`src/hw/rtl/pthc_pkg.sv`:
```
// shared types, constants and helper functions for the sensor compensation core
`default_nettype none

package pthc_pkg;

    localparam int CFG_DATA_W  = 48;
    localparam int REG_IDX_W   = 3;
    localparam int QUEUE_DEPTH = 2;
    localparam int QPTR_W      = $clog2(QUEUE_DEPTH);
    localparam int DIV_STEPS   = 64;
    localparam int DIV_CNT_W   = $clog2(DIV_STEPS);

    localparam logic [REG_IDX_W-1:0] REG_TEMP    = 3'd0;
    localparam logic [REG_IDX_W-1:0] REG_PRESS_A = 3'd1;
    localparam logic [REG_IDX_W-1:0] REG_PRESS_B = 3'd2;
    localparam logic [REG_IDX_W-1:0] REG_PRESS_C = 3'd3;
    localparam logic [REG_IDX_W-1:0] REG_HUMID_A = 3'd4;
    localparam logic [REG_IDX_W-1:0] REG_HUMID_B = 3'd5;

    localparam logic [1:0] ST_OK    = 2'd0;
    localparam logic [1:0] ST_T_OFF = 2'd1;
    localparam logic [1:0] ST_P_OFF = 2'd2;
    localparam logic [1:0] ST_H_OFF = 2'd3;

    localparam logic [23:0] DISABLED_TP = 24'h800000;
    localparam logic [15:0] DISABLED_H  = 16'h8000;
    localparam logic [63:0] T_FINE_PREF = 64'd128000;
    localparam logic [63:0] P_OFFSET    = 64'd1048576;
    localparam logic [63:0] P_SCALE     = 64'd3125;
    localparam logic [63:0] P_BIAS      = 64'd1 << 47;
    localparam logic [63:0] H_TF_OFFSET = 64'd76800;
    localparam logic [63:0] H_ROUND     = 64'd16384;
    localparam logic [63:0] H_HALF      = 64'd32768;
    localparam logic [63:0] H_BIAS      = 64'd2097152;
    localparam logic [63:0] H_MID       = 64'd8192;
    localparam logic [63:0] H_LIMIT     = 64'd419430400;
    localparam logic [63:0] T_ROUND     = 64'd128;

    typedef struct packed {
        logic [23:0] raw_temperature;
        logic [23:0] raw_pressure;
        logic [15:0] raw_humidity;
    } sample_t;

    typedef struct packed {
        logic signed [16:0] temperature_centi;
        logic [31:0]        pressure_q24_8;
        logic [16:0]        humidity_q22_10;
        logic [1:0]         result_status;
    } result_t;

    typedef struct packed {
        sample_t sample;
        logic    t_off;
        logic    p_off;
        logic    h_off;
    } entry_t;

    typedef struct packed {
        logic [47:0] temp;
        logic [47:0] press_a;
        logic [47:0] press_b;
        logic [47:0] press_c;
        logic [31:0] humid_a;
        logic [31:0] humid_b;
    } coeff_t;

    typedef struct packed {
        logic        start;
        logic [63:0] a;
        logic [63:0] b;
    } op_req_t;

    typedef struct packed {
        logic        done;
        logic [63:0] value;
    } op_rsp_t;

    function automatic logic [63:0] asr64(input logic [63:0] x, input int unsigned n);
        return 64'($signed(x) >>> n);
    endfunction

    function automatic logic [63:0] sx16(input logic [15:0] v);
        return {{48{v[15]}}, v};
    endfunction

    function automatic logic [63:0] sx12(input logic [11:0] v);
        return {{52{v[11]}}, v};
    endfunction

    function automatic logic [63:0] sx8(input logic [7:0] v);
        return {{56{v[7]}}, v};
    endfunction

endpackage

`default_nettype wire

```
`src/hw/rtl/pthc_queue.sv`:
```
// short fifo between the input stage and the compute sequencer
`default_nettype none

module pthc_queue (
    input  wire logic            clk,
    input  wire logic            rst_n,
    input  wire logic            push,
    input  wire pthc_pkg::entry_t push_entry,
    input  wire logic            pop,
    output pthc_pkg::entry_t     head,
    output logic                 empty,
    output logic                 full
);
    import pthc_pkg::*;

    entry_t              mem_reg [QUEUE_DEPTH];
    logic [QPTR_W-1:0]   wr_ptr_reg, wr_ptr_next;
    logic [QPTR_W-1:0]   rd_ptr_reg, rd_ptr_next;
    logic [QPTR_W:0]     count_reg, count_next;

    assign empty = (count_reg == '0);
    assign full  = (count_reg == (QPTR_W+1)'(QUEUE_DEPTH));
    assign head  = mem_reg[rd_ptr_reg];

    always_comb
    begin
        wr_ptr_next = wr_ptr_reg;
        rd_ptr_next = rd_ptr_reg;
        count_next  = count_reg;
        if (push)
        begin
            wr_ptr_next = wr_ptr_reg + 1'b1;
        end
        if (pop)
        begin
            rd_ptr_next = rd_ptr_reg + 1'b1;
        end
        if (push && !pop)
        begin
            count_next = count_reg + 1'b1;
        end
        else if (pop && !push)
        begin
            count_next = count_reg - 1'b1;
        end
    end

    always_ff @(posedge clk or negedge rst_n)
    begin
        if (!rst_n)
        begin
            wr_ptr_reg <= '0;
            rd_ptr_reg <= '0;
            count_reg  <= '0;
        end
        else
        begin
            wr_ptr_reg <= wr_ptr_next;
            rd_ptr_reg <= rd_ptr_next;
            count_reg  <= count_next;
        end
    end

    always_ff @(posedge clk)
    begin
        if (push)
        begin
            mem_reg[wr_ptr_reg] <= push_entry;
        end
    end

endmodule

`default_nettype wire

```
`config.mk`:
```
export PLATFORM = sky130hd
export DESIGN_NAME = pthc_queue
export DESIGN_NICKNAME = d
export VERILOG_FILES = /design/src/hw/rtl/pthc_pkg.sv /design/src/hw/rtl/pthc_queue.sv
export SDC_FILE = /design/constraint.sdc
export NUM_CORES = 1
export LEC_CHECK = 0
export ABC_AREA = 1
export BUFFER_PORTS_ARGS = -buffer_cell sky130_fd_sc_hd__buf_2
export CAP_MARGIN = 20
export CORE_MARGIN = 1
export CORE_UTILIZATION = 30
export DETAILED_ROUTE_END_ITERATION = 10
export PLACE_DENSITY = 0.53
export SYNTH_ARGS = -nofsm -noshare
export SYNTH_HDL_FRONTEND = slang
export SYNTH_SLANG_ARGS = --single-unit
```
`constraint.sdc`:
```
create_clock -name clk -period 6.7 [get_ports clk]
set_clock_uncertainty 0.2 [all_clocks]
set_input_delay 0.335 -clock clk [delete_from_list [all_inputs] [get_ports clk]]
set_output_delay 0.335 -clock clk [all_outputs]
set_load 0.05 [all_outputs]
```
==> flow_summary.toml <==
[layout]
fillers = 1529
seq_area_sq_um = 4130
final_area_sq_um = 7330
nNetsFinal = 528
area_growth_pct = 42.8
multiInputGateArea_sq_um = 917
diodes = 0
largest_reg_flops = 134
drive_above_1_share = 0.503

[die]
die_area_sq_um = 17600
num_rows = 47
die_h_um = 133
core_sq_um = 16600
ioPinCount = 140
die_x_um = 133
initial_core_util = 0.308

[routing]
drtIter0Drc = 112
final_antenna_net_count = 0
firstDrtPassIters = 4
route.vias.total = 2876
drt-total-wl_mm = 9.80
post_drt_via_cell_ratio = 4.17
drc = 0
wl_per_cell_um = 14.2

[power_and_ir_drop]
max-vdd-ir-drop_v = 0.000287
powerDensity_nw_per_um2 = 470
power.leakage_nw = 2.86
pwr-share-clk = 0.263
swShare = 0.385
power.share.sequential = 0.372
fin_total_pwr_mw = 3.45
combPwrFrac = 0.365
p_switching_mw = 1.33
p_int_mw = 2.12

[worst_setup_path]
critPathRequiredTime_ns = 6.16
endpoint_kind = "primary output"
critPathBufInv = 1
cp.depth = 2
crit_arrival_ns = 2.28
slowest_stage = "dfrtp_4"
critical_path_class = "reg2out"
crit_path_max_fanout = 68
cp-startpoint = "rd_ptr_reg$_DFFE_PN0P_"
worstReg2RegEnd = "mem_reg[0][30]$_DFFE_PP_"
r2r_slack_ns = 4.43
crit_end = "head[7]"
path_delay_family = "flip-flops"
startpoint_type = "flop"
cp_cell_sequence = "mux2_2 -> buf_2"
crit_path_max_incr_delay_ns = 1.12
r2r-start = "wr_ptr_reg$_DFFE_PN0P_"
rr_worst_depth = 2

[synth]
synth_common_cells = "edfxtp_1, mux2_2, mux2_4, inv_1, nand2_1"
synth_edf_count = 134
avgSynthCellArea_sq_um = 21.9
synth_top_area_share = 0.784
async_flop_share = 0.0290
yosysWarnings = 0
synth.distinct_cells = 15
yosysMostFrequentCell = "edfxtp_1"
seq_area_frac_synth = 0.804
synth_area_leaders = "edfxtp_1, mux2_2, mux2_4"
syn-cell-area_sq_um = 5130
synth_seq_cells = 138
yosysTopAreaCell = "edfxtp_1"
syn_nets = 306
synth_cells = 234
ys.flop_type = "edfxtp_1"

[placement]
routabilityCongestion = 0.654
hpwlAfterDp_mm = 5.80
placed_cell_area_sq_um = 6060
portBuffers = 139

[timing]
rsz0062_at_grt = "no"
final-setup-viol-count = 0
slew_violations = 0
tightest_slew_ns = 1.08
period_share = 0.421
hold_violations = 0
holdWs_ns = 0.0388
fin_setup_tns_ns = 0
clock.fmax_ghz = 0.355
fin_crit_ns = 2.82
slew_headroom = 0.281

[cts]
cts_buffers = 17
clk_pin_slew_worst_paths_ns = 0.06
h-tree-depth = 4
cts_root_buf = "clkbuf_16"
cts_setup_buffers = 0
cts_buffer_depth = 2
cts_tree = "built"
cts_sinks = 138
clk_latency_ns = 0.42
cts_resized = 0
holdBufCountCts = 70

[global_route]
grt_use_total = 0.118
grt_pass1_wl_mm = 15.2
grt_start_max_net_pins = 69
grt-ovfl-total = 0
grt_pass1_vias = 3047
antenna_found_initial = 0

[outcome]
status = "finished, final reports clean"

[run]
maxCapViolCount = 0

[hold_path]
hp-class = "in2async"
[area by class of cell]
class,instances,share of cell area
flip-flops and latches,138,0.563
repair buffers,211,0.193
multi-input cells,81,0.125
clock buffers,22,0.0606
well taps,220,0.0376
clock inverters,10,0.0171
inverters,7,0.00376
[power by group through the flow]
stage | combinational (mW) | sequential [mW] | clock [mW]
detailed placement | 1.24 | 1.31 | 0
finish | 1.26 | 1.28 | 0.905
floorplan | 1.09 | 1.21 | 0
global placement | 1.24 | 1.30 | 0
CTS | 1.28 | 1.29 | 0.927
global route | 1.31 | 1.31 | 0.963
[routing by layer]
layer | vias to the layer above | wire [um] | global-route usage | part of all wire
li1 | 1355 | - | - | -
met1 | 1410 | 4100 | 0.126 | 0.42
met2 | 91 | 4990 | 0.201 | 0.51
met3 | 20 | 439 | 0.0383 | 0.045
met4 | 0 | 279 | 0.0760 | 0.028
met5 | - | 0 | 0 | 0
[cell families (layout without fill, tap and decap cells)]
| family | Yosys count | after routing | synth area share |
|---|---|---|---|
| xor gates and xnor gates | 3 | 3 | 0.00512 |
| and+or+nand+nor | 10 | 10 | 0.00804 |
| adders and majority gates | 1 | 1 | 0.00244 |
| muxes | 67 | 67 | 0.162 |
| DFF | 138 | 138 | 0.804 |
| buffers and inverters | 15 | 250 | 0.0193 |
[cells in the final DEF, fill, tap and decap left out]
cell type      synthesis  routed
dlygate4sd3_1          0      70
clkbuf_16              0      17
dfrtp_4                0       1
nand4_1                1       1
buf_2                  4     139
xnor2_1                1       1
mux2_4                20      20
clkinv_1               0       2
clkinv_2               0       5
buf_4                  0       2
edfxtp_1             134     134
inv_1                  7       6
nor2_1                 3       2
dfrtp_1                4       3
clkinvlp_4             0       1
ha_1                   1       1
nand2_1                5       5
xor2_1                 2       2
mux2_2                47      47
clkbuf_1               0       5
nor2_4                 0       1
nand3_1                1       1
bufinv_16              0       3
[metrics by stage]
| step | cells | worst slack, ns | util |
|---|---|---|---|
| floorplan | 234 | 2.80 | - |
| global route | 689 | 3.79 | 0.440 |
| global placement | 587 | 4.32 | 0.364 |
| finish | 689 | 3.88 | 0.440 |
| CTS | 689 | 3.85 | 0.440 |
| detailed placement | 587 | 4.29 | 0.364 |
[how the worst min path moves through the flow]
stage               cells past startpoint                  endpoint  startpoint
finish                                  2  count_reg[1]$_DFFE_PN0P_       rst_n
global route                            2    wr_ptr_reg$_DFFE_PN0P_       rst_n
CTS                                     2  count_reg[1]$_DFFE_PN0P_       rst_n
detailed placement                      1  count_reg[0]$_DFFE_PN0P_       rst_n
global placement                        1    wr_ptr_reg$_DFFE_PN0P_       rst_n
floorplan                               0  count_reg[0]$_DFFE_PN0P_       rst_n
Power figures use the tool's default switching activity.
