### src/hw/rtl/pthc_pkg.sv
// shared types, constants and helper functions for the sensor compensation core
`default_nettype none

package pthc_pkg;

    localparam int CFG_DATA_W  = 48;
    localparam int REG_IDX_W   = 3;
    localparam int QUEUE_DEPTH = 2;
    localparam int QPTR_W      = $clog2(QUEUE_DEPTH);
    localparam int DIV_STEPS   = 64;
    localparam int DIV_CNT_W   = $clog2(DIV_STEPS);

    localparam logic [REG_IDX_W-1:0] REG_TEMP    = 3'd0;
    localparam logic [REG_IDX_W-1:0] REG_PRESS_A = 3'd1;
    localparam logic [REG_IDX_W-1:0] REG_PRESS_B = 3'd2;
    localparam logic [REG_IDX_W-1:0] REG_PRESS_C = 3'd3;
    localparam logic [REG_IDX_W-1:0] REG_HUMID_A = 3'd4;
    localparam logic [REG_IDX_W-1:0] REG_HUMID_B = 3'd5;

    localparam logic [1:0] ST_OK    = 2'd0;
    localparam logic [1:0] ST_T_OFF = 2'd1;
    localparam logic [1:0] ST_P_OFF = 2'd2;
    localparam logic [1:0] ST_H_OFF = 2'd3;

    localparam logic [23:0] DISABLED_TP = 24'h800000;
    localparam logic [15:0] DISABLED_H  = 16'h8000;
    localparam logic [63:0] T_FINE_PREF = 64'd128000;
    localparam logic [63:0] P_OFFSET    = 64'd1048576;
    localparam logic [63:0] P_SCALE     = 64'd3125;
    localparam logic [63:0] P_BIAS      = 64'd1 << 47;
    localparam logic [63:0] H_TF_OFFSET = 64'd76800;
    localparam logic [63:0] H_ROUND     = 64'd16384;
    localparam logic [63:0] H_HALF      = 64'd32768;
    localparam logic [63:0] H_BIAS      = 64'd2097152;
    localparam logic [63:0] H_MID       = 64'd8192;
    localparam logic [63:0] H_LIMIT     = 64'd419430400;
    localparam logic [63:0] T_ROUND     = 64'd128;

    typedef struct packed {
        logic [23:0] raw_temperature;
        logic [23:0] raw_pressure;
        logic [15:0] raw_humidity;
    } sample_t;

    typedef struct packed {
        logic signed [16:0] temperature_centi;
        logic [31:0]        pressure_q24_8;
        logic [16:0]        humidity_q22_10;
        logic [1:0]         result_status;
    } result_t;

    typedef struct packed {
        sample_t sample;
        logic    t_off;
        logic    p_off;
        logic    h_off;
    } entry_t;

    typedef struct packed {
        logic [47:0] temp;
        logic [47:0] press_a;
        logic [47:0] press_b;
        logic [47:0] press_c;
        logic [31:0] humid_a;
        logic [31:0] humid_b;
    } coeff_t;

    typedef struct packed {
        logic        start;
        logic [63:0] a;
        logic [63:0] b;
    } op_req_t;

    typedef struct packed {
        logic        done;
        logic [63:0] value;
    } op_rsp_t;

    function automatic logic [63:0] asr64(input logic [63:0] x, input int unsigned n);
        return 64'($signed(x) >>> n);
    endfunction

    function automatic logic [63:0] sx16(input logic [15:0] v);
        return {{48{v[15]}}, v};
    endfunction

    function automatic logic [63:0] sx12(input logic [11:0] v);
        return {{52{v[11]}}, v};
    endfunction

    function automatic logic [63:0] sx8(input logic [7:0] v);
        return {{56{v[7]}}, v};
    endfunction

endpackage

`default_nettype wire

### src/hw/rtl/pthc_mul.sv
// 64-bit wrapping multiplier, low half of the product from three 32x32 passes
`default_nettype none

module pthc_mul (
    input  wire logic             clk,
    input  wire logic             rst_n,
    input  wire pthc_pkg::op_req_t req,
    output pthc_pkg::op_rsp_t     rsp
);
    import pthc_pkg::*;

    typedef enum logic [1:0] {PH_LL, PH_LH, PH_HL} phase_t;

    phase_t      phase_reg;
    logic        run_reg;
    logic        done_reg;
    logic [63:0] a_reg, b_reg, lo_reg, p_reg;
    logic [31:0] cr_reg;
    logic [31:0] op_x, op_y;
    logic [63:0] prod;

    always_comb
    begin
        case (phase_reg)
            PH_LL:
            begin
                op_x = a_reg[31:0];
                op_y = b_reg[31:0];
            end
            PH_LH:
            begin
                op_x = a_reg[31:0];
                op_y = b_reg[63:32];
            end
            PH_HL:
            begin
                op_x = a_reg[63:32];
                op_y = b_reg[31:0];
            end
            default:
            begin
                op_x = '0;
                op_y = '0;
            end
        endcase
        prod = op_x * op_y;
    end

    assign rsp.done  = done_reg;
    assign rsp.value = p_reg;

    always_ff @(posedge clk or negedge rst_n)
    begin
        if (!rst_n)
        begin
            phase_reg <= PH_LL;
            run_reg   <= 1'b0;
            done_reg  <= 1'b0;
        end
        else
        begin
            done_reg <= 1'b0;
            if (req.start)
            begin
                run_reg   <= 1'b1;
                phase_reg <= PH_LL;
            end
            else if (run_reg)
            begin
                case (phase_reg)
                    PH_LL:   phase_reg <= PH_LH;
                    PH_LH:   phase_reg <= PH_HL;
                    default:
                    begin
                        run_reg  <= 1'b0;
                        done_reg <= 1'b1;
                    end
                endcase
            end
        end
    end

    always_ff @(posedge clk)
    begin
        if (req.start)
        begin
            a_reg <= req.a;
            b_reg <= req.b;
        end
        else if (run_reg)
        begin
            case (phase_reg)
                PH_LL:   lo_reg <= prod;
                PH_LH:   cr_reg <= prod[31:0];
                default: p_reg  <= lo_reg + {cr_reg + prod[31:0], 32'b0};
            endcase
        end
    end

endmodule

`default_nettype wire

### config.mk
export PLATFORM = sky130hd
export DESIGN_NAME = pthc_mul
export DESIGN_NICKNAME = d
export VERILOG_FILES = /design/src/hw/rtl/pthc_pkg.sv /design/src/hw/rtl/pthc_mul.sv
export SDC_FILE = /design/constraint.sdc
export NUM_CORES = 2
export LEC_CHECK = 0
export BUFFER_PORTS_ARGS = -buffer_cell sky130_fd_sc_hd__buf_2
export CAP_MARGIN = 40
export CORE_ASPECT_RATIO = 0.5
export CORE_MARGIN = 1
export CORE_UTILIZATION = 50
export CTS_BUF_LIST = sky130_fd_sc_hd__clkbuf_8
export CTS_CLUSTER_DIAMETER = 100
export CTS_CLUSTER_SIZE = 16
export DETAILED_ROUTE_END_ITERATION = 10
export MAX_ROUTING_LAYER = met4
export PLACE_DENSITY = 0.67
export SYNTH_ARGS = -nofsm -noshare
export SYNTH_HDL_FRONTEND = slang
export SYNTH_SLANG_ARGS = --single-unit
### constraint.sdc
create_clock -name clk -period 14.6 [get_ports clk]
set_input_delay 0.73 -clock clk [delete_from_list [all_inputs] [get_ports clk]]
set_output_delay 0.73 -clock clk [all_outputs]
set_load 0.01 [all_outputs]
==> summary.md <==
| Metric | Value |
|---|---|
| Initial core utilization | `0.507` |
| Slowest CP cell | `a22oi_1` |
| Layout cells sized above 1 | `0.0876` |
| Die Y | `214 um` |
| Clk root buf | `clkbuf_8` |
| Area Growth Syn to Fin | `7.39%` |
| Die width | `426 um` |
| Non-filler cells, final | `5936` |
| Worst-path clk slew | `110 ps` |
| Vias in the first global route | `35700` |
| WP data required | `15000 ps` |
| Detail Placement HPWL | `117000 um` |
| Hold Startpoint | `req[42]` |
| Worst-margin pin slew | `1120 ps` |
| Syn nets | `5959` |
| GR Overflow Total | `0` |
| Hold worst-path end | `b_reg[42]$_DFFE_PP_` |
| EDFF count, synth | `288` |
| Fin worst setup slack | `2450 ps` |
| Cell taking the most area after synthesis | `fa_1` |
| Initial antenna violation count | `2` |
| Die area | `91200 um^2` |
| DRC Markers | `0` |
| Num ports | `196` |
| Ys flop type | `edfxtp_1` |
| Final Skew | `49.8 ps` |
| Sequential area share after synthesis | `0.194` |
| Cells after Synth | `4600` |
| Critical Path Most Common Cell | `fa_1` |
| R2R depth | `41` |
| Max_cap viols | `0` |
| Post-CTS sizing | `0` |
| Multi-input gate area in the final layout | `32100 um^2` |
| # rows | `77` |
| Ranking of synthesized cells by area | `fa_1 40%, edfxtp_1 19%, ha_1 9.2%` |
| Buffers on Ports | `195` |
| Status | `finished, final reports clean` |
| Unique masters post-synth | `79` |
| Final wirelength | `147000 um` |
| CTS Buf Count | `22` |
| CP Depth | `41` |
| Final setup vio count | `0` |
| Largest delay share family, worst path | `adder cells` |
| CTS sink cnt | `292` |
| Cell count after placement | `5900` |
| Largest net degree at the start of global routing | `72` |
| Avg Synthesized Cell Area | `9.78 um^2` |
| CTS tree | `built` |
| Clock Latency Late Sink | `680 ps` |
| Reg2reg start | `phase_reg[1]$_DFFE_PN0P_` |
| Setup tns final | `0 ps` |
| Gpl congestion | `1.02` |
| Share of flip-flops with an asynchronous set or reset | `0.0137` |
| Fin. Hold Viols | `0` |
| DRT iter0 DRCs | `3738` |
| Setup crit end kind | `register` |
| Reg area | `8750 um^2` |
| Worst path max stage delay | `990 ps` |
| Fill cells | `7878` |
| Hold WC Path Type | `in2reg` |
| Unrepaired setup endpoints after global routing | `no` |
| CTS H-tree depth | `1` |
| Yosys reg bits | `292` |
| Crit path DAT | `12550 ps` |
| Fmax | `82.3 MHz` |
| Total GRT Usage | `0.340` |
| DR vias | `34100` |
| CP startpoint kind | `register` |
| Final cycle utilization of the critical path | `0.832` |
| Post-route ant nets | `0` |
| First-pass GRT wire length | `221000 um` |
| Setup bufs post-CTS | `0` |
| Area share of the largest cell type after synthesis | `0.400` |
| Synth warnings | `0` |
| Pre-CTS worst setup slack | `2810 ps` |
| Crit Path Max Fanout | `64` |
| Critical R2R Capture | `p_reg[59]$_DFFE_PP_` |
| Tmin final | `12150 ps` |
| Slew headroom | `0.250` |
| CP Class | `reg2reg` |
| R2R Setup Slk | `2450 ps` |
| Pins Over Slew Limit | `0` |
| Routed length per instance | `24.7 um` |
| Vias/cell | `5.75` |
| Fin nets | `6100` |
| Clock Tree Buf Depth | `3` |
| Pre-antenna DRT Iters | `6` |
| Hold depth | `1` |
| Buf/Inv on CP | `5` |
| Core ar. | `88700 um^2` |
| Synth Cell Area | `45000 um^2` |
-- area by class of cell --
class,count,share of cell area
Antenna cell,3,0.000155
Clock buffer,23,0.00655
Clock inverter,8,0.000829
Inverter,940,0.0730
Multi-Input combinational cell,3161,0.664
Sequential cell,292,0.181
Tap cell,1185,0.0307
Timing Repair Buffer,324,0.0434
-- cell usage after synthesis (4+ instances only) --
cell         n
inv_1      938
fa_1       898
nand2_1    731
nor2_1     438
ha_1       330
edfxtp_1   288
clkbuf_1   190
a21oi_1    125
xnor2_1     77
a21o_1      60
o21ai_0     57
a22o_1      45
a22oi_1     45
xor2_1      35
nand3_1     34
o21bai_1    26
and2_1      23
and3_1      21
o21a_1      15
a31oi_1     14
nor3_1      14
nand2b_1    13
buf_1       11
a211oi_1    10
a21boi_1    10
nand4_1     10
nor2b_1     10
o211ai_1     9
or2_2        9
o21ai_1      8
and4_1       6
o31ai_1      6
o2111ai_1    5
a211oi_2     4
a311oi_1     4
dfrtp_1      4
nor3b_1      4
-- per-layer routing --
| layer | GRT usage | up-vias | wire, um |
|---|---|---|---|
| li1 | - | 14400 | - |
| met1 | 0.471 | 17300 | 60400 |
| met2 | 0.464 | 2071 | 59100 |
| met3 | 0.121 | 335 | 21200 |
| met4 | 0.105 | 0 | 6140 |
| met5 | - | - | 0 |
-- worst max-delay path by stage --
stage / startpoint / endpoint / slack (ps)
after floorplan: phase_reg[1]$_DFFE_PN0P_ / p_reg[63]$_DFFE_PP_ / 4340
after global placement: phase_reg[1]$_DFFE_PN0P_ / p_reg[63]$_DFFE_PP_ / 2960
after detailed placement: phase_reg[1]$_DFFE_PN0P_ / p_reg[59]$_DFFE_PP_ / 2810
after CTS: phase_reg[1]$_DFFE_PN0P_ / p_reg[59]$_DFFE_PP_ / 2740
after global routing: phase_reg[1]$_DFFE_PN0P_ / p_reg[63]$_DFFE_PP_ / 1990
final: phase_reg[1]$_DFFE_PN0P_ / p_reg[59]$_DFFE_PP_ / 2450
-- cells by family (layout without fill, tap and decap cells) --
logic type	Yosys count	count (layout)	share of synthesized area
and+or+nand+nor	1331	1331	0.120
adders and majority gates	1228	1228	0.491
buffers and inverters	1147	1295	0.0959
AOI/OAI and AO/OA	487	487	0.0749
DFF	292	292	0.194
xor gates and xnor gates	113	113	0.0223
muxes	2	2	0.000445
other	0	3	0
-- cells in the final DEF (no fill, tap or decap), types with 6 or more instances in the layout --
cell and instances:
inv_1 943, fa_1 898, nand2_1 731, nor2_1 436, ha_1 330, edfxtp_1 288
buf_2 194, a21oi_1 121, buf_4 118, xnor2_1 77, a21o_1 59, o21ai_0 51
a22oi_1 40, a22o_1 38, xor2_1 35, nand3_1 34, o21bai_1 26, and2_1 23
clkbuf_8 23, and3_1 21, o21a_1 15, nor3_1 14, a31oi_1 14, nand2b_1 13
a211oi_1 10, nor2b_1 10, nand4_1 10, o211ai_1 9, or2_2 9, o21ai_1 8
a22o_2 7, o21ai_2 7, a21oi_2 6, o31ai_1 6, and4_1 6
-- metrics by stage --
stage	utilization	hold WS [ps]	cell area, um^2
2_1_floorplan	-	400	45000
3_3_place_gp	0.537	403	47700
3_5_place_dp	0.540	405	47900
4_1_cts	0.544	174	48300
5_1_grt	0.544	195	48300
6_report	0.544	218	48300
-- what timing repair did --
action / CTS / global route
hold buffers: 1 / 0
setup endpoints to repair: 0 / 0
hold endpoints to repair: 4 / 0
Power is left out: the tool's default activity adds up to more than one toggle a clock period on the data nets, which glitch-free logic cannot reach.
