[src/hw/rtl/pthc_pkg.sv]
// shared types, constants and helper functions for the sensor compensation core
`default_nettype none

package pthc_pkg;

    localparam int CFG_DATA_W  = 48;
    localparam int REG_IDX_W   = 3;
    localparam int QUEUE_DEPTH = 2;
    localparam int QPTR_W      = $clog2(QUEUE_DEPTH);
    localparam int DIV_STEPS   = 64;
    localparam int DIV_CNT_W   = $clog2(DIV_STEPS);

    localparam logic [REG_IDX_W-1:0] REG_TEMP    = 3'd0;
    localparam logic [REG_IDX_W-1:0] REG_PRESS_A = 3'd1;
    localparam logic [REG_IDX_W-1:0] REG_PRESS_B = 3'd2;
    localparam logic [REG_IDX_W-1:0] REG_PRESS_C = 3'd3;
    localparam logic [REG_IDX_W-1:0] REG_HUMID_A = 3'd4;
    localparam logic [REG_IDX_W-1:0] REG_HUMID_B = 3'd5;

    localparam logic [1:0] ST_OK    = 2'd0;
    localparam logic [1:0] ST_T_OFF = 2'd1;
    localparam logic [1:0] ST_P_OFF = 2'd2;
    localparam logic [1:0] ST_H_OFF = 2'd3;

    localparam logic [23:0] DISABLED_TP = 24'h800000;
    localparam logic [15:0] DISABLED_H  = 16'h8000;
    localparam logic [63:0] T_FINE_PREF = 64'd128000;
    localparam logic [63:0] P_OFFSET    = 64'd1048576;
    localparam logic [63:0] P_SCALE     = 64'd3125;
    localparam logic [63:0] P_BIAS      = 64'd1 << 47;
    localparam logic [63:0] H_TF_OFFSET = 64'd76800;
    localparam logic [63:0] H_ROUND     = 64'd16384;
    localparam logic [63:0] H_HALF      = 64'd32768;
    localparam logic [63:0] H_BIAS      = 64'd2097152;
    localparam logic [63:0] H_MID       = 64'd8192;
    localparam logic [63:0] H_LIMIT     = 64'd419430400;
    localparam logic [63:0] T_ROUND     = 64'd128;

    typedef struct packed {
        logic [23:0] raw_temperature;
        logic [23:0] raw_pressure;
        logic [15:0] raw_humidity;
    } sample_t;

    typedef struct packed {
        logic signed [16:0] temperature_centi;
        logic [31:0]        pressure_q24_8;
        logic [16:0]        humidity_q22_10;
        logic [1:0]         result_status;
    } result_t;

    typedef struct packed {
        sample_t sample;
        logic    t_off;
        logic    p_off;
        logic    h_off;
    } entry_t;

    typedef struct packed {
        logic [47:0] temp;
        logic [47:0] press_a;
        logic [47:0] press_b;
        logic [47:0] press_c;
        logic [31:0] humid_a;
        logic [31:0] humid_b;
    } coeff_t;

    typedef struct packed {
        logic        start;
        logic [63:0] a;
        logic [63:0] b;
    } op_req_t;

    typedef struct packed {
        logic        done;
        logic [63:0] value;
    } op_rsp_t;

    function automatic logic [63:0] asr64(input logic [63:0] x, input int unsigned n);
        return 64'($signed(x) >>> n);
    endfunction

    function automatic logic [63:0] sx16(input logic [15:0] v);
        return {{48{v[15]}}, v};
    endfunction

    function automatic logic [63:0] sx12(input logic [11:0] v);
        return {{52{v[11]}}, v};
    endfunction

    function automatic logic [63:0] sx8(input logic [7:0] v);
        return {{56{v[7]}}, v};
    endfunction

endpackage

`default_nettype wire

[src/hw/rtl/pthc_div.sv]
// signed 64-bit divider, truncating, one quotient bit per cycle
`default_nettype none

module pthc_div (
    input  wire logic             clk,
    input  wire logic             rst_n,
    input  wire pthc_pkg::op_req_t req,
    output pthc_pkg::op_rsp_t     rsp
);
    import pthc_pkg::*;

    logic                 run_reg;
    logic                 done_reg;
    logic                 neg_reg;
    logic [DIV_CNT_W-1:0] cnt_reg;
    logic [63:0]          n_reg, d_reg, r_reg, q_reg;
    logic [64:0]          r_shift;
    logic                 fits;
    logic [63:0]          r_new, n_new;

    always_comb
    begin
        r_shift = {r_reg, n_reg[63]};
        fits    = (r_shift >= {1'b0, d_reg});
        r_new   = fits ? 64'(r_shift - {1'b0, d_reg}) : r_shift[63:0];
        n_new   = {n_reg[62:0], fits};
    end

    assign rsp.done  = done_reg;
    assign rsp.value = q_reg;

    always_ff @(posedge clk or negedge rst_n)
    begin
        if (!rst_n)
        begin
            run_reg  <= 1'b0;
            done_reg <= 1'b0;
            cnt_reg  <= '0;
        end
        else
        begin
            done_reg <= 1'b0;
            if (req.start)
            begin
                run_reg <= 1'b1;
                cnt_reg <= '0;
            end
            else if (run_reg)
            begin
                cnt_reg <= cnt_reg + 1'b1;
                if (cnt_reg == DIV_CNT_W'(DIV_STEPS - 1))
                begin
                    run_reg  <= 1'b0;
                    done_reg <= 1'b1;
                end
            end
        end
    end

    always_ff @(posedge clk)
    begin
        if (req.start)
        begin
            n_reg   <= req.a[63] ? 64'(0 - req.a) : req.a;
            d_reg   <= req.b[63] ? 64'(0 - req.b) : req.b;
            r_reg   <= '0;
            neg_reg <= req.a[63] ^ req.b[63];
        end
        else if (run_reg)
        begin
            r_reg <= r_new;
            n_reg <= n_new;
            if (cnt_reg == DIV_CNT_W'(DIV_STEPS - 1))
            begin
                q_reg <= neg_reg ? 64'(0 - n_new) : n_new;
            end
        end
    end

endmodule

`default_nettype wire

[config.mk]
export PLATFORM = sky130hd
export DESIGN_NAME = pthc_div
export DESIGN_NICKNAME = d
export VERILOG_FILES = /design/src/hw/rtl/pthc_pkg.sv /design/src/hw/rtl/pthc_div.sv
export SDC_FILE = /design/constraint.sdc
export NUM_CORES = 1
export LEC_CHECK = 0
export CELL_PAD_IN_SITES_DETAIL_PLACEMENT = 0
export CELL_PAD_IN_SITES_GLOBAL_PLACEMENT = 1
export CORE_UTILIZATION = 50
export CTS_CLUSTER_DIAMETER = 50
export CTS_CLUSTER_SIZE = 25
export DETAILED_ROUTE_END_ITERATION = 16
export DONT_BUFFER_PORTS = 1
export PLACE_DENSITY = 0.93
export SETUP_SLACK_MARGIN = 0.02
export SLEW_MARGIN = 20
export SYNTH_ARGS = -nofsm -noshare
export SYNTH_HDL_FRONTEND = slang
export SYNTH_SLANG_ARGS = --single-unit
[constraint.sdc]
create_clock -name clk -period 6.75 [get_ports clk]
set_input_delay 2.025 -clock clk [delete_from_list [all_inputs] [get_ports clk]]
set_output_delay 2.025 -clock clk [all_outputs]
set_load 0.005 [all_outputs]
==> metrics.md <==
| Metric | Value |
|---|---|
| Vias per inst | `6.019` |
| Min-Delay Startpoint | `r_reg[23]` |
| Post-route ant nets | `0` |
| Worst endpoint required time | `7.00 ns` |
| Clock Latency Late Sink | `0.53 ns` |
| Final setup TNS | `0 ns` |
| CTS tree | `yes` |
| Num CTS Buffers | `34` |
| Critical R2R Launch | `n_reg[63]` |
| Int Pwr | `3.225 mW` |
| Core Area | `0.03446 mm2` |
| Synth async-reset ratio | `3.019%` |
| Io pins | `196` |
| Sequential power share | `45.1%` |
| Setup Fix Bufs, Post-CTS | `0` |
| Max_cap viols | `0` |
| Rows | `68` |
| Worst Path Class, Setup | `flop to flop` |
| Final Slew Violations | `0` |
| Critical Path Max Stage Delay | `0.50 ns` |
| Hold Path End | `r_reg[23]` |
| # clock sinks | `265` |
| Post-DP HPWL | `31,710 um` |
| Die width | `188.9 um` |
| CTS root buf | `clkbuf_16` |
| Top_reg_cell synth | `edfxtp_1` |
| R2R setup slack | `1.71 ns` |
| Hold Path Depth | `2` |
| CP Cell Sequence | `inv_1 > ha_1 > nand2b_1 > a21oi_1 > o31ai_1 > a211oi_1 > o2111ai_1 > nand3_1 > o21a_2 > inv_2 > ha_1 > nand2_1 > or2_1 > or3_4 > or3_4 > or2_1 > o41ai_4 > xnor2_1` |
| Placed cell count | `2,294` |
| Post-Syn Instances | `1,927` |
| Clock skew | `0.03130 ns` |
| Initial antenna violation count | `0` |
| GRT Util Overall | `24.02%` |
| Syn_nets | `2,127` |
| IR drop worst, VDD | `0.0002058 V` |
| Post-Syn Area | `0.01747 mm2` |
| GPL Wtd Cong | `0.9134` |
| Share of cells above drive strength 1 | `4.997%` |
| Non-Filler Instances | `2,356` |
| Post-cts resize count | `0` |
| Clk buf depth | `3` |
| Effective utilization at floorplan | `50.70%` |
| Average cell area after synthesis | `9.067 um2` |
| Net Sw Power | `1.126 mW` |
| Drt total wl | `43,450 um` |
| Post-layout nets | `2,075` |
| Pre-CTS WS | `1.239 ns` |
| Worst-Margin Slew | `0.9380 ns` |
| Logic pwr share | `11.7%` |
| Yosys cell types | `76` |
| Max_slew headroom | `37.09%` |
| Largest net degree at the start of global routing | `245` |
| Vias | `14,181` |
| Area growth syn-to-layout | `8.278%` |
| Final period utilization | `74.66%` |
| Drt pass-1 iters | `11` |
| Routed len/inst | `18.44 um` |
| Vias in the first global route | `13,566` |
| Failing checks | `design-rule violations` |
| DRC | `1` |
| Critical-path maximum fanout | `8` |
| Status | `complete, but fails checks` |
| FF+latch count, synth | `265` |
| Minimum clock period | `5.039 ns` |
| CP Data Arrival Time | `5.29 ns` |
| Critical path capture point type | `flop` |
| ANT cells | `0` |
| CP Launch Type | `flop` |
| PortBufs | `0` |
| Clock share of power | `43.2%` |
| Total grt overflow | `0` |
| Hold Vio Cnt, Final | `0` |
| First-pass GRT wire length | `69,460 um` |
| Slowest CP cell | `o31ai_1` |
| H-tree depth | `2` |
| Final WS setup | `1.711 ns` |
| Reg2Reg Depth | `18` |
| Leakage | `6.797 nW` |
| Number of flops mapped to enable cells by yosys | `193` |
| Final setup violation count | `0` |
| YS warnings | `0` |
| Die height | `188.9 um` |
| Sw frac | `25.87%` |
| Pwr Density | `230.0 mW/mm2` |
| Fmax | `198.4 MHz` |
| Reg clk slew, reported paths | `0.06 ns` |
| Reg-to-Reg End | `q_reg[50]` |
| Hold WC Path Type | `flop to flop` |
| RSZ-0062 raised after global routing | `no` |
| Iteration-0 DRC Markers | `1,360` |
| Sequential share of the synthesized area | `41.65%` |
| Die footprint | `0.03569 mm2` |
| CTS hold repair buffers | `0` |
## critical path, delay by kind of cell (launching register included)
family / cells / cell delay, ns
AO/OA/AOI/OAI: 6 / 1.61
buffers and inverters: 2 / 0.22
AND/OR/NAND/NOR: 7 / 2.06
XOR/XNOR: 1 / 0.10
adder cells (fa/ha/maj): 2 / 0.40
flip-flops: 1 / 0.36
## power by group through the flow
stage | combinational (mW) | clock (mW) | sequential [mW]
final | 0.510 | 1.88 | 1.96
after global routing | 0.571 | 1.98 | 1.97
after CTS | 0.512 | 1.92 | 1.96
after detailed placement | 0.507 | 0 | 1.99
after global placement | 0.496 | 0 | 1.99
after floorplan | 0.436 | 0 | 1.97
## stage by stage
| step | power (mW) | hold slack [ns] | cell area, um2 | utilization, % |
|---|---|---|---|---|
| after global placement | 2.486 | 0.4643 | 17730 | 51.44 |
| after global routing | 4.527 | 0.5108 | 18920 | 54.90 |
| after detailed placement | 2.501 | 0.4782 | 17730 | 51.44 |
| after floorplan | 2.405 | 0.4501 | 17470 | - |
| after CTS | 4.391 | 0.4888 | 18920 | 54.90 |
| final | 4.350 | 0.4816 | 18920 | 54.90 |
## cells by family after synthesis
logic type / Yosys count / share of synthesized area, %
and+or+nand+nor: 605 / 16.58
AOI/OAI and AO/OA: 543 / 19.79
DFF: 265 / 41.65
xor gates and xnor gates: 246 / 12.33
buffers and inverters: 192 / 4.254
adders and majority gates: 69 / 4.984
muxes: 7 / 0.4082
## area by class of cell
class	count	area, um2
fill	3061	15540
multi-input combinational	1470	9454
sequential	265	7278
clock buffer	36	858.3
tap	455	569.3
inverter	95	356.6
clock inverter	26	334.1
timing repair buffer	9	67.56
## per-layer routing
| metal | GRT usage (%) | share of wire [%] | routed length [um] | up-vias |
|---|---|---|---|---|
| met5 | 0 | 0 | 0 | - |
| met1 | 31.96 | 44 | 19070 | 6685 |
| li1 | - | - | - | 6931 |
| met4 | 8.158 | 2.6 | 1134 | 0 |
| met3 | 4.282 | 6.8 | 2962 | 84 |
| met2 | 39.37 | 47 | 20290 | 481 |
## cell usage in the layout, fill, tap and decap left out, types with 5 or more instances in the layout
| cell | synthesis | final |
|---|---|---|
| ha_1 | 68 | 68 |
| a21o_1 | 20 | 20 |
| clkbuf_16 | 0 | 34 |
| nand3b_1 | 5 | 5 |
| or3_1 | 42 | 42 |
| inv_1 | 95 | 93 |
| nor4_1 | 10 | 10 |
| mux2i_1 | 6 | 6 |
| nand2_1 | 200 | 200 |
| nor2_1 | 171 | 171 |
| a31oi_1 | 12 | 12 |
| and2_1 | 7 | 6 |
| xor2_1 | 86 | 86 |
| buf_4 | 2 | 9 |
| dfxtp_1 | 64 | 64 |
| a311oi_1 | 32 | 32 |
| nand3_1 | 36 | 36 |
| o211ai_1 | 8 | 8 |
| a22oi_1 | 9 | 9 |
| nor3_1 | 27 | 27 |
| xnor2_1 | 160 | 160 |
| dfrtp_1 | 8 | 7 |
| nand4_1 | 17 | 17 |
| or4_1 | 25 | 25 |
| or2_1 | 5 | 5 |
| o21ai_1 | 15 | 15 |
| a211oi_1 | 10 | 10 |
| a21oi_1 | 159 | 159 |
| o21bai_1 | 12 | 12 |
| o31ai_1 | 67 | 67 |
| edfxtp_1 | 193 | 193 |
| o21ai_0 | 129 | 129 |
| nor2b_1 | 9 | 9 |
| o41ai_1 | 23 | 23 |
| nand2b_1 | 17 | 17 |
| clkinv_8 | 0 | 6 |
| o21a_1 | 10 | 9 |
| or2_2 | 6 | 6 |
## cell usage after synthesis (5+ instances only)
library cell | count | area [um2]
a211oi_1 | 10 | 75.07
o21ai_1 | 15 | 75.07
nor2_1 | 171 | 641.9
and2_1 | 7 | 43.79
a21oi_1 | 159 | 795.8
ha_1 | 68 | 850.8
o21a_1 | 10 | 75.07
edfxtp_1 | 193 | 5796
a22oi_1 | 9 | 67.56
xnor2_1 | 160 | 1401
a311oi_1 | 32 | 280.3
mux2i_1 | 6 | 60.06
o21ai_0 | 129 | 645.6
buf_1 | 7 | 26.28
nand2b_1 | 17 | 106.4
or2_2 | 6 | 37.54
or3_1 | 42 | 262.8
nand3_1 | 36 | 180.2
dfrtp_1 | 8 | 200.2
inv_1 | 95 | 356.6
o21bai_1 | 12 | 90.09
nand4_1 | 17 | 106.4
a31oi_1 | 12 | 75.07
a21o_1 | 20 | 150.1
o211ai_1 | 8 | 60.06
o31ai_1 | 67 | 503.0
nand3b_1 | 5 | 37.54
or2_1 | 5 | 31.28
xor2_1 | 86 | 753.2
dfxtp_1 | 64 | 1281
nand2_1 | 200 | 750.7
nor2b_1 | 9 | 56.30
nor4_1 | 10 | 62.56
o41ai_1 | 23 | 201.4
or4_1 | 25 | 187.7
clkbuf_1 | 86 | 322.8
nor3_1 | 27 | 135.1
## worst max-delay path by stage
stage,startpoint,to,slack (ns),cells past startpoint
3_5_place_dp,req[74],n_reg[62],1.24,10
3_3_place_gp,req[74],n_reg[62],1.25,10
6_report,n_reg[63],q_reg[50],1.71,18
2_1_floorplan,req[74],n_reg[48],1.42,9
4_1_cts,n_reg[63],q_reg[50],1.67,18
5_1_grt,n_reg[63],q_reg[52],1.28,18
No activity file was read; power rests on OpenSTA's default activity.
