==> config.mk <==
export PLATFORM = sky130hd
export DESIGN_NAME = pthc_front
export DESIGN_NICKNAME = d
export VERILOG_FILES = /design/src/hw/rtl/pthc_pkg.sv /design/src/hw/rtl/pthc_front.sv
export SDC_FILE = /design/constraint.sdc
export NUM_CORES = 1
export LEC_CHECK = 0
export BUFFER_PORTS_ARGS = -buffer_cell sky130_fd_sc_hd__clkbuf_2
export CAP_MARGIN = 20
export CORE_MARGIN = 2
export CORE_UTILIZATION = 45
export CTS_CLUSTER_DIAMETER = 120
export CTS_CLUSTER_SIZE = 20
export DETAILED_ROUTE_END_ITERATION = 16
export GPL_TIMING_DRIVEN = 0
export PLACE_DENSITY = 0.9
export SYNTH_ARGS = -nofsm -noshare
export SYNTH_HDL_FRONTEND = slang
export SYNTH_SLANG_ARGS = --single-unit
==> constraint.sdc <==
create_clock -name clk -period 9.9 [get_ports clk]
set_input_delay 0.495 -clock clk [delete_from_list [all_inputs] [get_ports clk]]
set_output_delay 0.495 -clock clk [all_outputs]
set_load 0.01 [all_outputs]
==> src/hw/rtl/pthc_pkg.sv <==
// shared types, constants and helper functions for the sensor compensation core
`default_nettype none

package pthc_pkg;

    localparam int CFG_DATA_W  = 48;
    localparam int REG_IDX_W   = 3;
    localparam int QUEUE_DEPTH = 2;
    localparam int QPTR_W      = $clog2(QUEUE_DEPTH);
    localparam int DIV_STEPS   = 64;
    localparam int DIV_CNT_W   = $clog2(DIV_STEPS);

    localparam logic [REG_IDX_W-1:0] REG_TEMP    = 3'd0;
    localparam logic [REG_IDX_W-1:0] REG_PRESS_A = 3'd1;
    localparam logic [REG_IDX_W-1:0] REG_PRESS_B = 3'd2;
    localparam logic [REG_IDX_W-1:0] REG_PRESS_C = 3'd3;
    localparam logic [REG_IDX_W-1:0] REG_HUMID_A = 3'd4;
    localparam logic [REG_IDX_W-1:0] REG_HUMID_B = 3'd5;

    localparam logic [1:0] ST_OK    = 2'd0;
    localparam logic [1:0] ST_T_OFF = 2'd1;
    localparam logic [1:0] ST_P_OFF = 2'd2;
    localparam logic [1:0] ST_H_OFF = 2'd3;

    localparam logic [23:0] DISABLED_TP = 24'h800000;
    localparam logic [15:0] DISABLED_H  = 16'h8000;
    localparam logic [63:0] T_FINE_PREF = 64'd128000;
    localparam logic [63:0] P_OFFSET    = 64'd1048576;
    localparam logic [63:0] P_SCALE     = 64'd3125;
    localparam logic [63:0] P_BIAS      = 64'd1 << 47;
    localparam logic [63:0] H_TF_OFFSET = 64'd76800;
    localparam logic [63:0] H_ROUND     = 64'd16384;
    localparam logic [63:0] H_HALF      = 64'd32768;
    localparam logic [63:0] H_BIAS      = 64'd2097152;
    localparam logic [63:0] H_MID       = 64'd8192;
    localparam logic [63:0] H_LIMIT     = 64'd419430400;
    localparam logic [63:0] T_ROUND     = 64'd128;

    typedef struct packed {
        logic [23:0] raw_temperature;
        logic [23:0] raw_pressure;
        logic [15:0] raw_humidity;
    } sample_t;

    typedef struct packed {
        logic signed [16:0] temperature_centi;
        logic [31:0]        pressure_q24_8;
        logic [16:0]        humidity_q22_10;
        logic [1:0]         result_status;
    } result_t;

    typedef struct packed {
        sample_t sample;
        logic    t_off;
        logic    p_off;
        logic    h_off;
    } entry_t;

    typedef struct packed {
        logic [47:0] temp;
        logic [47:0] press_a;
        logic [47:0] press_b;
        logic [47:0] press_c;
        logic [31:0] humid_a;
        logic [31:0] humid_b;
    } coeff_t;

    typedef struct packed {
        logic        start;
        logic [63:0] a;
        logic [63:0] b;
    } op_req_t;

    typedef struct packed {
        logic        done;
        logic [63:0] value;
    } op_rsp_t;

    function automatic logic [63:0] asr64(input logic [63:0] x, input int unsigned n);
        return 64'($signed(x) >>> n);
    endfunction

    function automatic logic [63:0] sx16(input logic [15:0] v);
        return {{48{v[15]}}, v};
    endfunction

    function automatic logic [63:0] sx12(input logic [11:0] v);
        return {{52{v[11]}}, v};
    endfunction

    function automatic logic [63:0] sx8(input logic [7:0] v);
        return {{56{v[7]}}, v};
    endfunction

endpackage

`default_nettype wire

==> src/hw/rtl/pthc_front.sv <==
// input stage: takes items, flags disabled channels, hands them to the queue
`default_nettype none

module pthc_front (
    input  wire logic             clk,
    input  wire logic             rst_n,
    input  wire logic             start,
    output logic                  busy,
    input  wire pthc_pkg::sample_t sample,
    input  wire logic             full,
    output logic                  push,
    output pthc_pkg::entry_t      entry
);
    import pthc_pkg::*;

    logic   valid_reg, valid_next;
    entry_t entry_reg, entry_next;
    logic   accept;

    assign push   = valid_reg && !full;
    assign busy   = valid_reg && full;
    assign accept = start && !busy;
    assign entry  = entry_reg;

    always_comb
    begin
        valid_next = accept || (valid_reg && !push);
        entry_next = entry_reg;
        if (accept)
        begin
            entry_next.sample = sample;
            entry_next.t_off  = (sample.raw_temperature == DISABLED_TP);
            entry_next.p_off  = (sample.raw_pressure == DISABLED_TP);
            entry_next.h_off  = (sample.raw_humidity == DISABLED_H);
        end
    end

    always_ff @(posedge clk or negedge rst_n)
    begin
        if (!rst_n)
        begin
            valid_reg <= 1'b0;
        end
        else
        begin
            valid_reg <= valid_next;
        end
    end

    always_ff @(posedge clk)
    begin
        entry_reg <= entry_next;
    end

endmodule

`default_nettype wire

==> results of run 1 <==
==> layout make-up <==
class | instances | area, sq um
tap | 67 | 83.8
timing repair buffer | 138 | 711
fill | 344 | 1550
clock buffer | 11 | 131
clock inverter | 4 | 17.5
multi-input combinational | 27 | 189
sequential | 68 | 2040
==> per-layer routing <==
metal,routed length [microns],global-route usage (%)
met1,1840,19.4
met2,2540,29.6
met3,428,5.28
met4,176,13.1
met5,0,0
==> cells by family (layout without fill, tap and decap cells) <==
group / after synthesis / after routing
simple gates: 27 / 27
flops: 68 / 68
buf+inv: 0 / 153
==> per-stage QoR <==
| step | cell area (sq um) | setup WS [ns] | instances |
|---|---|---|---|
| after global placement | 2980 | 4.76 | 298 |
| after CTS | 3170 | 8.00 | 315 |
| after floorplan | 2220 | 5.72 | 95 |
| after global routing | 3170 | 7.89 | 315 |
| after detailed placement | 3010 | 7.77 | 299 |
| final | 3170 | 8.01 | 315 |
==> critical path, stage by stage, from the launching register on <==
cell and delay (ns):
dfrtp_1 0.38, and2_1 0.18, nor2b_4 0.71, buf_12 0.30
==> synth_stat cells <==
cell type  count
nor4b_2        2
edfxtp_1      67
dfrtp_1        1
nor4_1        13
nor2_1         2
nand4_1        2
and4_1         1
nand2_1        2
or2_2          1
nor4b_1        1
and2_1         1
nor2b_1        2
==> worst paths after layout <==
| kind | start | end | slack, ns | cells past startpoint |
|---|---|---|---|---|
| hold reg to reg | valid_reg$_DFF_PN0_ | valid_reg$_DFF_PN0_ | 0.70 | 2 |
| max in group asynchronous | rst_n | valid_reg$_DFF_PN0_ | 9.33 | 2 |
| min in group asynchronous | rst_n | valid_reg$_DFF_PN0_ | 0.48 | 2 |
| setup reg to reg | valid_reg$_DFF_PN0_ | entry[19]$_DFFE_PP_ | 8.01 | 3 |
| hold / removal | sample[30] | entry[33]$_DFFE_PP_ | 0.37 | 1 |
| setup / recovery | valid_reg$_DFF_PN0_ | entry[19]$_DFFE_PP_ | 8.01 | 3 |
==> where the power goes <==
| part | internal (uW) | switching (uW) |
|---|---|---|
| Clock | 87.1 | 89.7 |
| Sequential | 335 | 4.28 |
| Combinational | 21.9 | 29.0 |
==> impl_metrics.tcl, run 1 <==
set metrics [dict create \
    die_area_sq_um 5510 \
    start_kind "flop" \
    io_buffers 136 \
    cts_setup_buffers 0 \
    core_sq_um 4720 \
    root_buffer "clkbuf_8" \
    cp_data_required_time_ns 9.91 \
    hold_viol 0 \
    post_drt_wl_per_cell_microns 15.8 \
    status "completed" \
    viasPerCell 4.81 \
    antenna-diode-count 0 \
    synth_top_family_by_area "simple AND/OR/NAND/NOR gates" \
    drive_gt1_share_pct 61.3 \
    rsz0062_at_grt "no" \
    netlist_area_sq_um 2220 \
    crit_path_max_fanout 36 \
    cts_tree "yes" \
    track_usage_pct 17.8 \
    drv_cap 0 \
    finalCritPeriodShare_pct 19.1 \
    gp_congestion 0.822 \
    fin_tns_setup_ns 0 \
    fmax_mhz 530 \
    synthesis.nets 163 \
    yosys.area.top_type "edfxtp_1" \
    yosys.area.top_type_share_pct 90.7 \
    grt_max_degree 37 \
    grt_pass1_wl_microns 6870 \
    syn_inst 95 \
    setup_viol 0 \
    final_cell_mix "136 x clkbuf_2, 67 x edfxtp_1, 13 x nor4_1" \
    netlist_top_cells_area "edfxtp_1 91%, nor4_1 3.7%, nor4b_2 1.4%" \
    worstMarginPinSlew_ns 0.892 \
    vias 1516 \
    drtIter0Drc 134 \
    ant_nets 0 \
    hpwlAfterDp_microns 3880 \
    fin_skew_ns 0.00284 \
    arrival_ns 1.90 \
    yosys_register_bits 68 \
    fin_crit_ns 1.89 \
    synth-simple-area-share_pct 8.18 \
    grt_pass1_vias 1453 \
    slew_headroom_pct 40.4 \
    synth-compound-area-share_pct 0 \
    leakagePower_uw 0.00134 \
    area_growth_pct 42.9 \
    worstSkewPairLatency_ns 0.32 \
    final_common_cell "clkbuf_2" \
    ys_types 12 \
    synth_xor_area_share_pct 0 \
    io_pins 137 \
    peakVddDrop_v 0.0000815 \
    num_rows 25 \
    htreeDepth 3 \
    clock_path_buffers 2 \
    synth_mux_area_share_pct 0 \
    power-per-cell-area_nw_per_um2 179 \
    total_power_uw 567 \
    drc 0 \
    grt_antenna_before_repair 0 \
    ctsHoldBuffers 1 \
    path_clk_slew_ns 0.06 \
    post-route-util_pct 67.1 \
    maxSlewViolCount 0 \
    wirelength_microns 4980 \
    whs_ns 0.370 \
    die_h_microns 74.2 \
    synthAdderAreaFrac_pct 0 \
    yosysWarnings 0 \
    hp-class "in -> reg" \
    avgSynthCellArea_sq_um 23.4 \
    cts_num_sinks 68 \
    ctsResizeCount 0 \
    cp-end-kind "flop" \
    critPathKind "reg -> reg" \
    numCtsBuffers 9 \
    fp.dieW_microns 74.2 \
    largest_reg_flops 67 \
    grt.overflow.total 0 \
    floorplan.initialDensity_pct 47.0 \
    ys_seq_area_share_pct 91.8 \
    drt_first_pass_iters 4 \
    fin_nets 312 \
]
No activity file was read; power rests on OpenSTA's default activity.
==> run 2, diff against run 1 <==
--- a/config.mk
+++ b/config.mk
@@ -5,15 +5,16 @@
 export SDC_FILE = /design/constraint.sdc
 export NUM_CORES = 1
 export LEC_CHECK = 0
+export ABC_AREA = 1
 export BUFFER_PORTS_ARGS = -buffer_cell sky130_fd_sc_hd__clkbuf_2
 export CAP_MARGIN = 20
 export CORE_MARGIN = 2
-export CORE_UTILIZATION = 45
+export CORE_UTILIZATION = 42
 export CTS_CLUSTER_DIAMETER = 120
 export CTS_CLUSTER_SIZE = 20
 export DETAILED_ROUTE_END_ITERATION = 16
 export GPL_TIMING_DRIVEN = 0
-export PLACE_DENSITY = 0.9
+export PLACE_DENSITY = 0.85
 export SYNTH_ARGS = -nofsm -noshare
 export SYNTH_HDL_FRONTEND = slang
 export SYNTH_SLANG_ARGS = --single-unit
==> constraint.sdc (replaced) <==
create_clock -name clk -period 1.8 [get_ports clk]
set_input_delay 0.09 -clock clk [delete_from_list [all_inputs] [get_ports clk]]
set_output_delay 0.09 -clock clk [all_outputs]
set_load 0.01 [all_outputs]
==> run 2 against run 1 <==
Critical path depth increased by 1. Cell area increased by 24%. Die area increased by 10%. Power increased to 6.0 times the previous value. Area after synthesis increased by 3.2%. Clock power increased to 6.5 times the previous value. Synthesized cell count increased by 38%. Global-route usage increased by 3.2 points. First-iteration DRC count decreased by 57%. Critical path type unchanged.
==> impl_metrics.tcl, run 2 <==
set metrics [dict create \
    post_drt_wl_per_cell_microns 14.3 \
    largest_reg_flops 67 \
    hold_path_end "valid_reg$_DFF_PN0_" \
    cp-end-kind "flop" \
    path_clk_slew_ns 0.07 \
    yosys_register_bits 68 \
    yosysMostFrequentCell "edfxtp_1" \
    crit_path_max_fanout 37 \
    fmax_mhz 653 \
    finalCritPeriodShare_pct 85.1 \
    slew_headroom_pct 50.6 \
    fp.dieW_microns 77.8 \
    floorplan.initialDensity_pct 44.2 \
    cp_data_required_time_ns 1.82 \
    reg2reg_to "entry[3]$_DFFE_PP_" \
    drive_gt1_share_pct 44.6 \
    avgSynthCellArea_sq_um 17.5 \
    ys_types 7 \
    maxSlewViolCount 0 \
    r2r_cells 4 \
    vias 1892 \
    crit_start "valid_reg$_DFF_PN0_" \
    grt_pass1_vias 1990 \
    synthesis.nets 199 \
    wirelength_microns 6030 \
    dpl_worst_slack_ns -0.0490 \
    fin_skew_ns 0.00753 \
    ctsResizeCount 0 \
    cts_num_sinks 68 \
    yosysWarnings 0 \
    final_common_cell "clkbuf_2" \
    num_rows 26 \
    setup_ws_ns 0.268 \
    start_kind "flop" \
    critPathKind "reg -> reg" \
    grt_pass1_wl_microns 9280 \
    async_flop_share_pct 1.47 \
    core_sq_um 5170 \
    rsz0062_at_grt "no" \
    area_growth_pct 71.5 \
    io_buffers 136 \
    netlist_top_cells_area "edfxtp_1 88%, nor2_1 6.4%, nand2_1 2.0%" \
    worst-path-buf-inv 2 \
    drt_first_pass_iters 5 \
    track_usage_pct 21.0 \
    netlist_area_sq_um 2290 \
    status "completed" \
    numCtsBuffers 9 \
    hold_viol 0 \
    hpwlAfterDp_microns 3640 \
    whs_ns 0.0330 \
    slowest_stage "dfrtp_1" \
    hp-class "in -> reg" \
    setup_viol 0 \
    antenna-diode-count 0 \
    min_path_cells 3 \
    crit_path_cell_trace "nand2_1 > inv_2 > nor2_4 > buf_12" \
    die_h_microns 77.8 \
    io_pins 137 \
    cp_top_family "simple AND/OR/NAND/NOR gates" \
    critical_path.max_stage_delay_ns 0.39 \
    root_buffer "clkbuf_8" \
    gp_congestion 0.731 \
    viasPerCell 4.50 \
    yosys.area.top_type_share_pct 87.9 \
    timing.rr.start "valid_reg$_DFF_PN0_" \
    drc 0 \
    grt_max_degree 38 \
    power-per-cell-area_nw_per_um2 874 \
    synth_edf_count 67 \
    leakagePower_uw 0.00171 \
    post-route-util_pct 75.9 \
    drtIter0Drc 58 \
    final_cell_mix "136 x clkbuf_2, 67 x edfxtp_1, 65 x dlygate4sd3_1" \
    fillers 330 \
    syn_inst 131 \
    worstMarginPinSlew_ns 0.741 \
    r2r_slack_ns 0.27 \
    fin_crit_ns 1.53 \
    clock_path_buffers 2 \
    die_area_sq_um 6060 \
    ys.flop_type "edfxtp_1" \
    cts_tree "yes" \
    hp-start "full" \
    drv_cap 0 \
    fin_nets 413 \
    synthTopCellsByCount "67 x edfxtp_1, 39 x nor2_1, 12 x nand2_1" \
    peakVddDrop_v 0.000661 \
    grt_antenna_before_repair 0 \
    ant_nets 0 \
    yosys.area.top_type "edfxtp_1" \
    worstSkewPairLatency_ns 0.32 \
    htreeDepth 3 \
    grt.overflow.total 0 \
    ys_seq_area_share_pct 89.0 \
    cts_setup_buffers 0 \
    arrival_ns 1.55 \
]
[run 2: cell types whose count changed in the layout (fill, tap and decap cells not counted), sizes merged, moves of 3 or more]
cell         before  now
inv               0    6
dlygate4sd3       1   65
nor2              2   42
nor4b             3    0
nand2             2   12
nor4             13    0
[run 2: worst max path at each step]
| stage | end | slack, ns | depth (start not counted) |
|---|---|---|---|
| after floorplan | entry[0]$_DFFE_PP_ | -0.12 | 3 |
| after detailed placement | entry[10]$_DFFE_PP_ | -0.05 | 4 |
| after global routing | entry[53]$_DFFE_PP_ | 0.16 | 4 |
| final | entry[3]$_DFFE_PP_ | 0.27 | 4 |
| after CTS | entry[2]$_DFFE_PP_ | 0.26 | 4 |
| after global placement | entry[12]$_DFFE_PP_ | -0.38 | 3 |
[run 2: cell families after synthesis]
group         count (synthesis)  synth area share [%]
simple gates                 57                  10.0
buf+inv                       6                 0.984
flops                        68                  89.0
[run 2: repair_timing]
item                                   CTS  global route
setup endpoints to repair               37             0
hold buffers                            65             0
endpoints found under the hold margin   65             0
[run 2: per-layer routing]
layer | track usage [%] | vias up | share of wire [%] | wire length (microns)
met2 | 38.3 | 89 | 56 | 3370
li1 | - | 900 | - | -
met1 | 20.4 | 886 | 35 | 2110
met5 | 0 | - | 0 | 0
met3 | 9.19 | 17 | 6.7 | 403
met4 | 8.75 | 0 | 2.4 | 144
[run 2: cell type report]
class,instances,area (sq um),area share [%]
sequential,68,2040,51.9
inverter,6,22.5,0.574
clock buffer,11,131,3.35
timing repair buffer,202,1350,34.4
tap,70,87.6,2.23
clock inverter,5,52.6,1.34
multi-input combinational,58,243,6.18
[run 2: power breakdown]
| group | switching [uW] | internal (uW) | total [uW] |
|---|---|---|---|
| Sequential | 23.3 | 1840 | 1870 |
| Clock | 519 | 634 | 1150 |
| Combinational | 197 | 214 | 411 |
[run 2: through the flow]
stage                     cells  total power [uW]  TNS (ns)  cell area (sq um)
after detailed placement    338              2190     -1.72               3080
after global placement      337              2170    -25.07               3060
final                       420              3430         0               3930
after floorplan             131              2000     -8.29               2300
after global routing        420              3570         0               3930
after CTS                   420              3460         0               3930
[run 2: worst min-delay path: stages]
cell	delay (ns)
clkbuf_2	0.09
nand2_1	0.08
nand2_1	0.06
==> run 3, diff against run 2 <==
--- a/config.mk
+++ b/config.mk
@@ -9,12 +9,13 @@
 export BUFFER_PORTS_ARGS = -buffer_cell sky130_fd_sc_hd__clkbuf_2
 export CAP_MARGIN = 20
 export CORE_MARGIN = 2
-export CORE_UTILIZATION = 42
+export CORE_UTILIZATION = 44
+export CTS_BUF_LIST = sky130_fd_sc_hd__clkbuf_8
 export CTS_CLUSTER_DIAMETER = 120
 export CTS_CLUSTER_SIZE = 20
 export DETAILED_ROUTE_END_ITERATION = 16
 export GPL_TIMING_DRIVEN = 0
-export PLACE_DENSITY = 0.85
+export PLACE_DENSITY = 0.88
 export SYNTH_ARGS = -nofsm -noshare
 export SYNTH_HDL_FRONTEND = slang
 export SYNTH_SLANG_ARGS = --single-unit
==> run 3 against run 2 <==
Global-route usage is 1.1 points higher. Count of clock-buffer cells in the layout down 2. Wire length increased by 2.7%. Worst hold slack about the same. Utilization grew 1.3 points. Critical endpoint is now entry[43]$_DFFE_PP_. Largest power group unchanged. Highest routed layer unchanged.
==> impl_metrics.tcl, run 3 (same netlist as run 2, synthesis figures left out) <==
set metrics [dict create \
    slew_headroom_pct 47.4 \
    drive_gt1_share_pct 43.8 \
    fin_tns_setup_ns 0 \
    fin_cells 419 \
    cts_tree "yes" \
    cts_setup_buffers 0 \
    status "completed" \
    r2r_slack_ns 0.22 \
    floorplan.initialDensity_pct 45.1 \
    hp-start "full" \
    worst-path-buf-inv 2 \
    grt.overflow.total 0 \
    timing.rr.start "valid_reg$_DFF_PN0_" \
    power-per-cell-area_nw_per_um2 864 \
    drc 0 \
    largest_reg_flops 67 \
    cp_data_required_time_ns 1.81 \
    critPathKind "reg -> reg" \
    hold_path_end "valid_reg$_DFF_PN0_" \
    grt_max_degree 36 \
    vias 1882 \
    crit_path_cell_trace "nand2_1 > inv_2 > nor2_4 > buf_12" \
    post-route-util_pct 77.1 \
    setup_viol 0 \
    start_kind "flop" \
    track_usage_pct 22.1 \
    cts_num_sinks 68 \
    rsz0062_at_grt "no" \
    fin_crit_ns 1.58 \
    path_clk_slew_ns 0.06 \
    num_rows 26 \
    worstSkewPairLatency_ns 0.31 \
    grt_antenna_before_repair 0 \
    wirelength_microns 6190 \
    leakagePower_uw 0.00171 \
    drv_cap 0 \
    io_buffers 136 \
    hp-class "in -> reg" \
    critical_path.max_stage_delay_ns 0.43 \
    slowest_stage "nor2_4" \
    dp_cells 338 \
    antenna-diode-count 0 \
    area_growth_pct 71.1 \
    hpwlAfterDp_microns 3620 \
    fmax_mhz 633 \
    grt_pass1_wl_microns 9740 \
    ctsResizeCount 0 \
    cp-end-kind "flop" \
    grt_pass1_vias 2016 \
    root_buffer "clkbuf_8" \
    finalCritPeriodShare_pct 87.7 \
    drt_first_pass_iters 4 \
    fp.dieW_microns 76.1 \
    peakVddDrop_v 0.000697 \
    min_path_cells 3 \
    fin_skew_ns 0.00411 \
    drtIter0Drc 69 \
    critical_path_depth 4 \
    io_pins 137 \
    die_area_sq_um 5790 \
    gp_congestion 0.705 \
    core_sq_um 5070 \
    final_cell_mix "136 x clkbuf_2, 67 x edfxtp_1, 65 x dlygate4sd3_1" \
    arrival_ns 1.59 \
    post_drt_wl_per_cell_microns 14.8 \
    clock_path_buffers 2 \
    reg2reg_to "entry[43]$_DFFE_PP_" \
    worstMarginPinSlew_ns 0.788 \
    maxSlewViolCount 0 \
    die_h_microns 76.1 \
    r2r_cells 4 \
    numCtsBuffers 9 \
    place_area_sq_um 3080 \
    crit_path_max_fanout 35 \
    final_area_sq_um 3920 \
    hold_viol 0 \
    ant_nets 0 \
    viasPerCell 4.49 \
    htreeDepth 3 \
    cp_top_family "simple AND/OR/NAND/NOR gates" \
    final_common_cell "clkbuf_2" \
    fin_nets 413 \
]
==> run 3: changes by cell type in the layout (fill, tap and decap cells not counted), sizes merged <==
cell,delta
clkinvlp,-1
clkinv,-1
inv,+3
clkbuf,-2
==> run 3: worst min-delay path, stage by stage <==
cell,delay [ns]
clkbuf_2,0.09
nand2_1,0.07
nand2_1,0.06
==> run 3: worst max path at each step <==
stage	startpoint	to	slack, ns
after floorplan	valid_reg$_DFF_PN0_	entry[0]$_DFFE_PP_	-0.12
after global placement	valid_reg$_DFF_PN0_	entry[14]$_DFFE_PP_	-0.39
after detailed placement	valid_reg$_DFF_PN0_	entry[14]$_DFFE_PP_	-0.08
after CTS	valid_reg$_DFF_PN0_	entry[24]$_DFFE_PP_	0.20
after global routing	valid_reg$_DFF_PN0_	entry[17]$_DFFE_PP_	0.11
final	valid_reg$_DFF_PN0_	entry[43]$_DFFE_PP_	0.22
==> run 3: per-layer routing <==
| metal | share of wire [%] | up-vias | track usage, % | routed length, microns |
|---|---|---|---|---|
| li1 | - | 902 | - | - |
| met1 | 35 | 862 | 22.2 | 2150 |
| met2 | 57 | 104 | 43.0 | 3540 |
| met3 | 5.5 | 14 | 3.91 | 338 |
| met4 | 2.6 | 0 | 11.3 | 158 |
| met5 | 0 | - | 0 | 0 |
==> run 3: area by class of cell <==
class                      instances  area, sq um
clock inverter                     6         50.0
multi-input combinational         58          243
timing repair buffer             202         1350
fill                             320         1160
clock buffer                       9          124
inverter                           6         22.5
sequential                        68         2040
tap                               70         87.6
==> run 3: timing repair <==
item                                    4_1_cts  5_1_grt
endpoints found under the hold margin        65        0
endpoints found under the setup margin       35        0
hold buffers                                 65        0
==> run 3: power by group <==
| part | total (uW) | switching, uW | internal (uW) |
|---|---|---|---|
| combinational | 412 | 198 | 214 |
| clock | 1100 | 492 | 610 |
| sequential | 1870 | 24.8 | 1840 |
| total | 3380 | 715 | 2670 |
==> run 3: through the flow <==
| stage | hold WS, ns | power [uW] | worst slack (ns) |
|---|---|---|---|
| 2_1_floorplan | -0.206 | 2000 | -0.124 |
| 3_3_place_gp | -0.134 | 2170 | -0.387 |
| 3_5_place_dp | -0.131 | 2190 | -0.0822 |
| 4_1_cts | 0.0133 | 3400 | 0.199 |
| 5_1_grt | 0.0268 | 3510 | 0.113 |
| 6_report | 0.0335 | 3380 | 0.221 |
